==> config.mk <==
export PLATFORM = sky130hd
export DESIGN_NAME = panel_mode_controller_core
export DESIGN_NICKNAME = d
export VERILOG_FILES = /design/src/sv/pmc_pkg.sv /design/src/sv/panel_mode_controller_core.sv /design/src/sv/pmc_step.sv
export SDC_FILE = /design/constraint.sdc
export NUM_CORES = 1
export LEC_CHECK = 0
export ABC_AREA = 1
export BUFFER_PORTS_ARGS = -buffer_cell sky130_fd_sc_hd__buf_2
export CORE_MARGIN = 4
export CORE_UTILIZATION = 50
export CTS_CLUSTER_SIZE = 14
export DETAILED_ROUTE_END_ITERATION = 10
export PLACE_DENSITY = 0.71
export SETUP_SLACK_MARGIN = 0.15
export SLEW_MARGIN = 20
export SYNTH_ARGS = -nofsm -noshare
export SYNTH_HDL_FRONTEND = slang
export SYNTH_SLANG_ARGS = --single-unit
==> constraint.sdc <==
create_clock -name clk -period 3 [get_ports clk]
set_clock_uncertainty 0.2 [all_clocks]
set_input_delay 0.9 -clock clk [delete_from_list [all_inputs] [get_ports clk]]
set_output_delay 0.9 -clock clk [all_outputs]
set_load 0.01 [all_outputs]
==> src/sv/pmc_pkg.sv <==
package pmc_pkg;

    localparam int NUM_BUTTONS = 14;

    // button bit positions
    localparam int BTN_FWD   = 0;
    localparam int BTN_THR   = 1;
    localparam int BTN_MODE  = 2;
    localparam int BTN_UP    = 3;
    localparam int BTN_REF   = 4;
    localparam int BTN_AST   = 5;
    localparam int BTN_RIGHT = 6;
    localparam int BTN_ATGT  = 7;
    localparam int BTN_DOWN  = 8;
    localparam int BTN_TTGT  = 9;
    localparam int BTN_LEFT  = 10;
    localparam int BTN_BWD   = 11;
    localparam int BTN_NODE  = 12;
    localparam int BTN_HOLD  = 13;

    // command characters
    localparam logic [7:0] CH_A = 8'h41;
    localparam logic [7:0] CH_B = 8'h42;
    localparam logic [7:0] CH_C = 8'h43;
    localparam logic [7:0] CH_D = 8'h44;
    localparam logic [7:0] CH_E = 8'h45;
    localparam logic [7:0] CH_G = 8'h47;
    localparam logic [7:0] CH_H = 8'h48;
    localparam logic [7:0] CH_M = 8'h4D;
    localparam logic [7:0] CH_N = 8'h4E;
    localparam logic [7:0] CH_O = 8'h4F;
    localparam logic [7:0] CH_Q = 8'h51;
    localparam logic [7:0] CH_R = 8'h52;
    localparam logic [7:0] CH_W = 8'h57;

    // speed reference codes
    localparam logic [1:0] REF_ORBIT   = 2'd0;
    localparam logic [1:0] REF_TARGET  = 2'd1;
    localparam logic [1:0] REF_SURFACE = 2'd2;

    // assist mode codes
    localparam logic [3:0] AM_HOLD    = 4'd0;
    localparam logic [3:0] AM_PRO     = 4'd1;
    localparam logic [3:0] AM_RETRO   = 4'd2;
    localparam logic [3:0] AM_NORM    = 4'd3;
    localparam logic [3:0] AM_ANORM   = 4'd4;
    localparam logic [3:0] AM_RAD     = 4'd5;
    localparam logic [3:0] AM_ARAD    = 4'd6;
    localparam logic [3:0] AM_NODE    = 4'd7;
    localparam logic [3:0] AM_TTGT    = 4'd8;
    localparam logic [3:0] AM_ATGT    = 4'd9;

    typedef struct packed {
        logic                   assist;
        logic                   thrust;
        logic                   mode;
        logic [1:0]             speed;
        logic [3:0]             asel;
        logic [5:0]             move;
        logic [NUM_BUTTONS-1:0] prev;
        logic [13:0]            last_rep;
        logic                   rep_valid;
    } pmc_state_t;

    localparam pmc_state_t STATE_RESET = '{
        assist:    1'b0,
        thrust:    1'b0,
        mode:      1'b0,
        speed:     REF_SURFACE,
        asel:      AM_HOLD,
        move:      6'd0,
        prev:      '0,
        last_rep:  14'd0,
        rep_valid: 1'b0
    };

    typedef struct packed {
        logic       changed;
        logic [5:0] translation;
        logic [3:0] assist_mode;
        logic [1:0] speed_reference;
        logic       panel_mode;
        logic       thrust_on;
        logic       assist_on;
        logic       hold_lamp;
        logic [15:0] led_word;
    } pmc_result_t;

    localparam int RESULT_W = $bits(pmc_result_t);
    localparam int OUT_W    = ((RESULT_W + 7) / 8) * 8;

    // lamp mask for an assist mode; hold and unknown codes light nothing here
    function automatic logic [15:0] assist_lamp(input logic [3:0] am);
        logic [15:0] m;
        m = 16'd0;
        unique case (am)
            AM_PRO:   m[0]  = 1'b1;
            AM_RETRO: m[7]  = 1'b1;
            AM_NORM:  m[12] = 1'b1;
            AM_ANORM: m[3]  = 1'b1;
            AM_RAD:   m[6]  = 1'b1;
            AM_ARAD:  m[5]  = 1'b1;
            AM_NODE:  m[1]  = 1'b1;
            AM_TTGT:  m[2]  = 1'b1;
            AM_ATGT:  m[4]  = 1'b1;
            default:  m     = 16'd0;
        endcase
        return m;
    endfunction

endpackage

==> src/sv/panel_mode_controller_core.sv <==
// Front-panel mode controller. Takes one word per clock on s_* while s_tready
// is high: a command character (s_tuser = 0) updates the panel state and
// yields no output word; a scan (s_tuser = 1) yields one output word with
// the lamp pattern and the reported state. A scan passes the input register,
// then the state update into the output register; m_tready low stalls the
// input side only once a scan waits behind a full output register.
module panel_mode_controller_core
    import pmc_pkg::*;
(
    input  logic                   clk,
    input  logic                   rst_n,
    input  logic                   s_tvalid,
    output logic                   s_tready,
    input  logic [23:0]            s_tdata,   // rx_byte[7:0], buttons[21:8], zero pad
    input  logic                   s_tuser,   // cmd
    output logic                   m_tvalid,
    input  logic                   m_tready,
    output logic [OUT_W-1:0]       m_tdata    // led_word, hold_lamp, assist_on, thrust_on,
                                              // panel_mode, speed_reference, assist_mode,
                                              // translation, report_changed, zero pad
);

    logic                   in_valid_reg;
    logic                   in_cmd_reg;
    logic [7:0]             in_byte_reg;
    logic [NUM_BUTTONS-1:0] in_btn_reg;
    pmc_state_t             state_reg;
    pmc_state_t             state_next;
    pmc_result_t            res;
    logic                   out_valid_reg;
    pmc_result_t            out_data_reg;
    logic                   out_free;
    logic                   advance;

    assign out_free = !out_valid_reg || m_tready;
    assign advance  = in_valid_reg && (!in_cmd_reg || out_free);
    assign s_tready = !in_valid_reg || advance;

    pmc_step u_step (
        .cur     (state_reg),
        .cmd     (in_cmd_reg),
        .rx_byte (in_byte_reg),
        .buttons (in_btn_reg),
        .nxt     (state_next),
        .res     (res)
    );

    always_ff @(posedge clk or negedge rst_n)
    begin
        if (!rst_n)
        begin
            in_valid_reg  <= 1'b0;
            in_cmd_reg    <= 1'b0;
            state_reg     <= STATE_RESET;
            out_valid_reg <= 1'b0;
        end
        else
        begin
            if (s_tready)
            begin
                in_valid_reg <= s_tvalid;
                in_cmd_reg   <= s_tuser;
            end
            if (advance)
                state_reg <= state_next;
            if (advance && in_cmd_reg)
                out_valid_reg <= 1'b1;
            else if (m_tready)
                out_valid_reg <= 1'b0;
        end
    end

    always_ff @(posedge clk)
    begin
        if (s_tready && s_tvalid)
        begin
            in_byte_reg <= s_tdata[7:0];
            in_btn_reg  <= s_tdata[21:8];
        end
        if (advance && in_cmd_reg)
            out_data_reg <= res;
    end

    assign m_tvalid = out_valid_reg;
    assign m_tdata  = {{(OUT_W-RESULT_W){1'b0}}, out_data_reg};

endmodule

==> src/sv/pmc_step.sv <==
module pmc_step
    import pmc_pkg::*;
(
    input  pmc_state_t              cur,
    input  logic                    cmd,
    input  logic [7:0]              rx_byte,
    input  logic [NUM_BUTTONS-1:0]  buttons,
    output pmc_state_t              nxt,
    output pmc_result_t             res
);

    always_comb
    begin
        logic [NUM_BUTTONS-1:0] rise;
        logic [15:0]            led;
        logic                   hold;
        logic [7:0]             off;
        logic [13:0]            rep;
        logic                   chg;
        pmc_state_t             s;

        s    = cur;
        led  = 16'd0;
        hold = 1'b0;
        rise = buttons & ~cur.prev;
        off  = 8'd0;
        rep  = 14'd0;
        chg  = 1'b0;

        if (!cmd)
        begin
            priority if (rx_byte == CH_A)
                s.assist = 1'b1;
            else if (rx_byte == CH_B)
                s.assist = 1'b0;
            else if (rx_byte == CH_C)
                s.thrust = 1'b1;
            else if (rx_byte == CH_D)
                s.thrust = 1'b0;
            else if (rx_byte >= CH_E && rx_byte <= CH_G)
            begin
                off     = rx_byte - CH_E;
                s.speed = off[1:0];
            end
            else if (rx_byte >= CH_H && rx_byte <= CH_M)
            begin
                off    = rx_byte - CH_H;
                s.asel = off[3:0] + AM_PRO;
            end
            else if (rx_byte == CH_N)
                s.asel = AM_HOLD;
            else if (rx_byte >= CH_O && rx_byte <= CH_Q)
            begin
                off    = rx_byte - CH_O;
                s.asel = off[3:0] + AM_NODE;
            end
            else if (rx_byte >= CH_R && rx_byte <= CH_W)
            begin
                off    = rx_byte - CH_R;
                s.move = cur.move | (6'd1 << off[2:0]);
            end
            else
                s = cur;    // unknown character
        end
        else
        begin
            // lamps from the state before this scan
            led[8]  = cur.thrust;
            led[11] = cur.assist;
            led[9]  = cur.mode;
            led[10] = !cur.mode;
            unique case (cur.speed)
                REF_ORBIT:   led[13] = 1'b1;
                REF_TARGET:  led[14] = 1'b1;
                REF_SURFACE: led[15] = 1'b1;
                default:     led[15] = 1'b0;
            endcase
            if (cur.assist && !cur.mode)
            begin
                hold = (cur.asel == AM_HOLD);
                led  = led | assist_lamp(cur.asel);
            end
            else
            begin
                priority if (cur.prev[BTN_UP])
                    led[12] = 1'b1;
                else if (cur.prev[BTN_DOWN])
                    led[3] = 1'b1;
                else if (cur.prev[BTN_LEFT])
                    led[6] = 1'b1;
                else if (cur.prev[BTN_RIGHT])
                    led[5] = 1'b1;
                else if (cur.prev[BTN_FWD])
                    led[0] = 1'b1;
                else if (cur.prev[BTN_BWD])
                    led[7] = 1'b1;
                else
                    led[0] = 1'b0;  // no direction held
            end

            // button actions
            s.thrust = cur.thrust ^ rise[BTN_THR];
            s.assist = cur.assist ^ rise[BTN_AST];
            s.mode   = cur.mode ^ rise[BTN_MODE];
            if (rise[BTN_REF])
                s.speed = (cur.speed >= REF_SURFACE) ? REF_ORBIT : cur.speed + 2'd1;
            if (!s.mode)
            begin
                // last pick wins; within one scan the first match below has priority
                priority if (rise[BTN_ATGT])
                    s.asel = AM_ATGT;
                else if (rise[BTN_TTGT])
                    s.asel = AM_TTGT;
                else if (rise[BTN_NODE])
                    s.asel = AM_NODE;
                else if (rise[BTN_HOLD])
                    s.asel = AM_HOLD;
                else if (rise[BTN_RIGHT])
                    s.asel = AM_ARAD;
                else if (rise[BTN_LEFT])
                    s.asel = AM_RAD;
                else if (rise[BTN_DOWN])
                    s.asel = AM_ANORM;
                else if (rise[BTN_UP])
                    s.asel = AM_NORM;
                else if (rise[BTN_BWD])
                    s.asel = AM_RETRO;
                else if (rise[BTN_FWD])
                    s.asel = AM_PRO;
                else
                    s.asel = cur.asel;
            end
            else
            begin
                s.move = {buttons[BTN_RIGHT], buttons[BTN_LEFT], buttons[BTN_DOWN],
                          buttons[BTN_UP], buttons[BTN_BWD], buttons[BTN_FWD]};
            end
            s.prev = buttons;

            rep = {s.move, s.asel, s.speed, s.thrust, s.assist};
            chg         = !cur.rep_valid || (rep != cur.last_rep);
            s.last_rep  = rep;
            s.rep_valid = 1'b1;
        end

        res.led_word        = led;
        res.hold_lamp       = hold;
        res.assist_on       = s.assist;
        res.thrust_on       = s.thrust;
        res.panel_mode      = s.mode;
        res.speed_reference = s.speed;
        res.assist_mode     = s.asel;
        res.translation     = s.move;
        res.changed         = chg;

        if (cmd)
            s.move = 6'd0;
        nxt = s;
    end

endmodule

==> impl_results.md <==
* Final Cycle Share at 82.1%
* Critical path peak fanout at 4
* EDFF count, synth at 55
* CP max stage delay at 0.18 ns
* Max-cap viol count at 0
* Largest net degree at the start of global routing at 46
* RD Place Congestion at 0.881
* Mapped Cells at 611
* Design Power at 4.16 mW
* Drt pass-1 iters at 5
* TritonCTS clock tree: built
* Post-Syn Area at 5180 µm²
* Ant diodes at 0
* Clock slew at reported path FFs at 0.10 ns
* Sequential share of the synthesized area at 54.6%
* Crit-path slowest cell: buf_2
* Worst path buffer plus inverter count at 3
* Final hold vios at 0
* IO Pins at 71
* Max-slew violations at 0
* Vias per cell at 5.08
* Die H at 110 µm
* Final Core Density at 58.9%
* Setup bufs post-CTS at 0
* WL per Instance at 13.8 µm
* Core ar. at 9950 µm²
* IO Port Bufs at 61
* Yosys cell types at 38
* Initial Util at 52.1%
* Mapped Avg Cell Area at 8.49 µm²
* CP Capture Type: output pin
* Worst-margin pin slew at 0.507 ns
* Leak at 2.82 nW
* Filler instances at 886
* Clock Root Buffer: clkbuf_8
* Post-route ant nets at 0
* Die X at 110 µm
* Die ar. at 12,100 µm²
* Drt initial violations at 249
* CTS Sinks at 102
* First-pass GRT wire length at 18.3 mm
* Post-layout minimum cycle time at 2.46 ns
* Fmax at 0.406 GHz
* Worst vdd ir at 0.318 mV
* Top cell by count, worst path: buf_2
* WS Path Type: in -> out
* Ys flop type: edfxtp_1
* Grt total ovfl at 0
* Final TNS setup at 0 ns
* Worst-Skew Late Latency at 0.37 ns
* DP HPWL at 8.10 mm
* CTS Buffer Depth at 2
* Vias in the first global route at 3,815
* Status: complete, no violations
* RR Startpoint: in_byte_reg[0]$_DFFE_PP_
* Crit start category: input port
* Fraction of layout cells with a size suffix above 1 at 17.2%
* Number of hold buffers added after CTS at 0
* H-tree Lvls at 3
* Yosys warnings at 0
* Row cnt at 36
* Seq cells post-synth at 102
* Final net count at 709
* RSZ-0062 raised after global routing: false
* Crit path launch: m_tready
* CP Data Required Time at 1.90 ns
* WP data arrival at 1.36 ns
* Final-report setup violation count at 0
* PwrDens at 710 nW/µm²
* Largest register FFs at 44
* Largest delay contributor family on the critical path: buffers and inverters
* Vias at 4,124
* Drt drc at 0
* Max-slew headroom at 66.1%
* Async S/R FF share, synth at 46.1%
* Layout area overhead at 13.1%
* Total CTS buffers at 9
* Gr usage total at 19.8%
* Initial antenna violation count at 0
* Post-CTS Resized at 0
* Min-delay worst type: in -> async
* CP Cell Sequence: buf_2, inv_1, nand4_1, buf_2
* Final WL at 11.2 mm
## synth_stat cells (7+ instances only)
cell type | count | area share, %
buf_4 | 7 | 1.0
nor2_1 | 33 | 2.4
dfrtp_1 | 46 | 22
o21ai_0 | 38 | 3.7
inv_1 | 79 | 5.7
nand2_1 | 198 | 14
a21oi_1 | 12 | 1.2
nand3_1 | 42 | 4.1
nand2_2 | 13 | 1.6
o21ai_1 | 16 | 1.5
edfxtp_1 | 55 | 32
clkbuf_1 | 8 | 0.58
## cell type report
class | count | area, µm² | share of cell area, %
clock buffers | 9 | 124 | 2.11
clock inverters | 7 | 136 | 2.33
inverters | 85 | 319 | 5.44
multi-input cells | 407 | 1910 | 32.6
flip-flops and latches | 102 | 2830 | 48.2
well taps | 133 | 166 | 2.84
repair buffers | 69 | 378 | 6.44
## kinds of logic (layout without fill, tap and decap cells)
logic type | Yosys count | count (layout) | share of synthesized area [%]
buffers and inverters | 108 | 170 | 9.00
AO/OA/AOI/OAI | 82 | 82 | 8.90
adder cells (fa/ha/maj) | 6 | 6 | 1.45
other | 1 | 7 | 0.0723
flip-flops | 102 | 102 | 54.6
XOR/XNOR | 2 | 2 | 0.338
AND/OR/NAND/NOR | 310 | 310 | 25.7
## final timing paths
path | slack, ns | cells past startpoint | to
worst min register to register | 0.26 | 2 | state_reg[0]$_DFFE_PN0P_
worst min-delay path | 0.24 | 1 | state_reg[29]$_DFFE_PN0P_
max in group asynchronous | 1.72 | 2 | state_reg[40]$_DFFE_PN1P_
worst max register to register | 0.57 | 11 | m_tdata[26]$_DFFE_PP_
min in group clk | 0.26 | 2 | state_reg[0]$_DFFE_PN0P_
worst max-delay path | 0.54 | 4 | s_tready
## per-layer routing
layer  share of wire [%]  routed length (µm)  global-route usage [%]
met1                  47                5210                    28.3
met2                  46                5120                    30.6
met3                 5.6                 628                    2.70
met4                 2.1                 237                    7.48
met5                   0                   0                       0
## metrics by stage
stage	std cells	instance area, µm²	hold slack (ns)	setup WS [ns]
finish	812	5860	0.245	0.538
global route	812	5860	0.273	0.345
CTS	812	5860	0.254	0.534
detailed placement	796	5600	0.244	0.365
global placement	796	5600	0.243	0.381
floorplan	617	5210	0.222	0.383
## power breakdown
group | leakage (nW) | switching, mW | internal (mW)
clock | 0.127 | 0.462 | 0.634
combinational | 1.57 | 0.753 | 0.381
sequential | 1.12 | 0.190 | 1.74
## placed cells by master, fill, tap and decap left out, types with 7 or more instances in the layout
cell        n
buf_4       7
o21ai_1    16
nand2_2    13
nand3_1    42
clkbuf_8    9
o21ai_0    38
a21oi_1    12
conb_1      7
inv_1      79
dfrtp_1    46
edfxtp_1   55
nor2_1     33
buf_2      61
nand2_1   198
(Power assumes the default switching activity.)
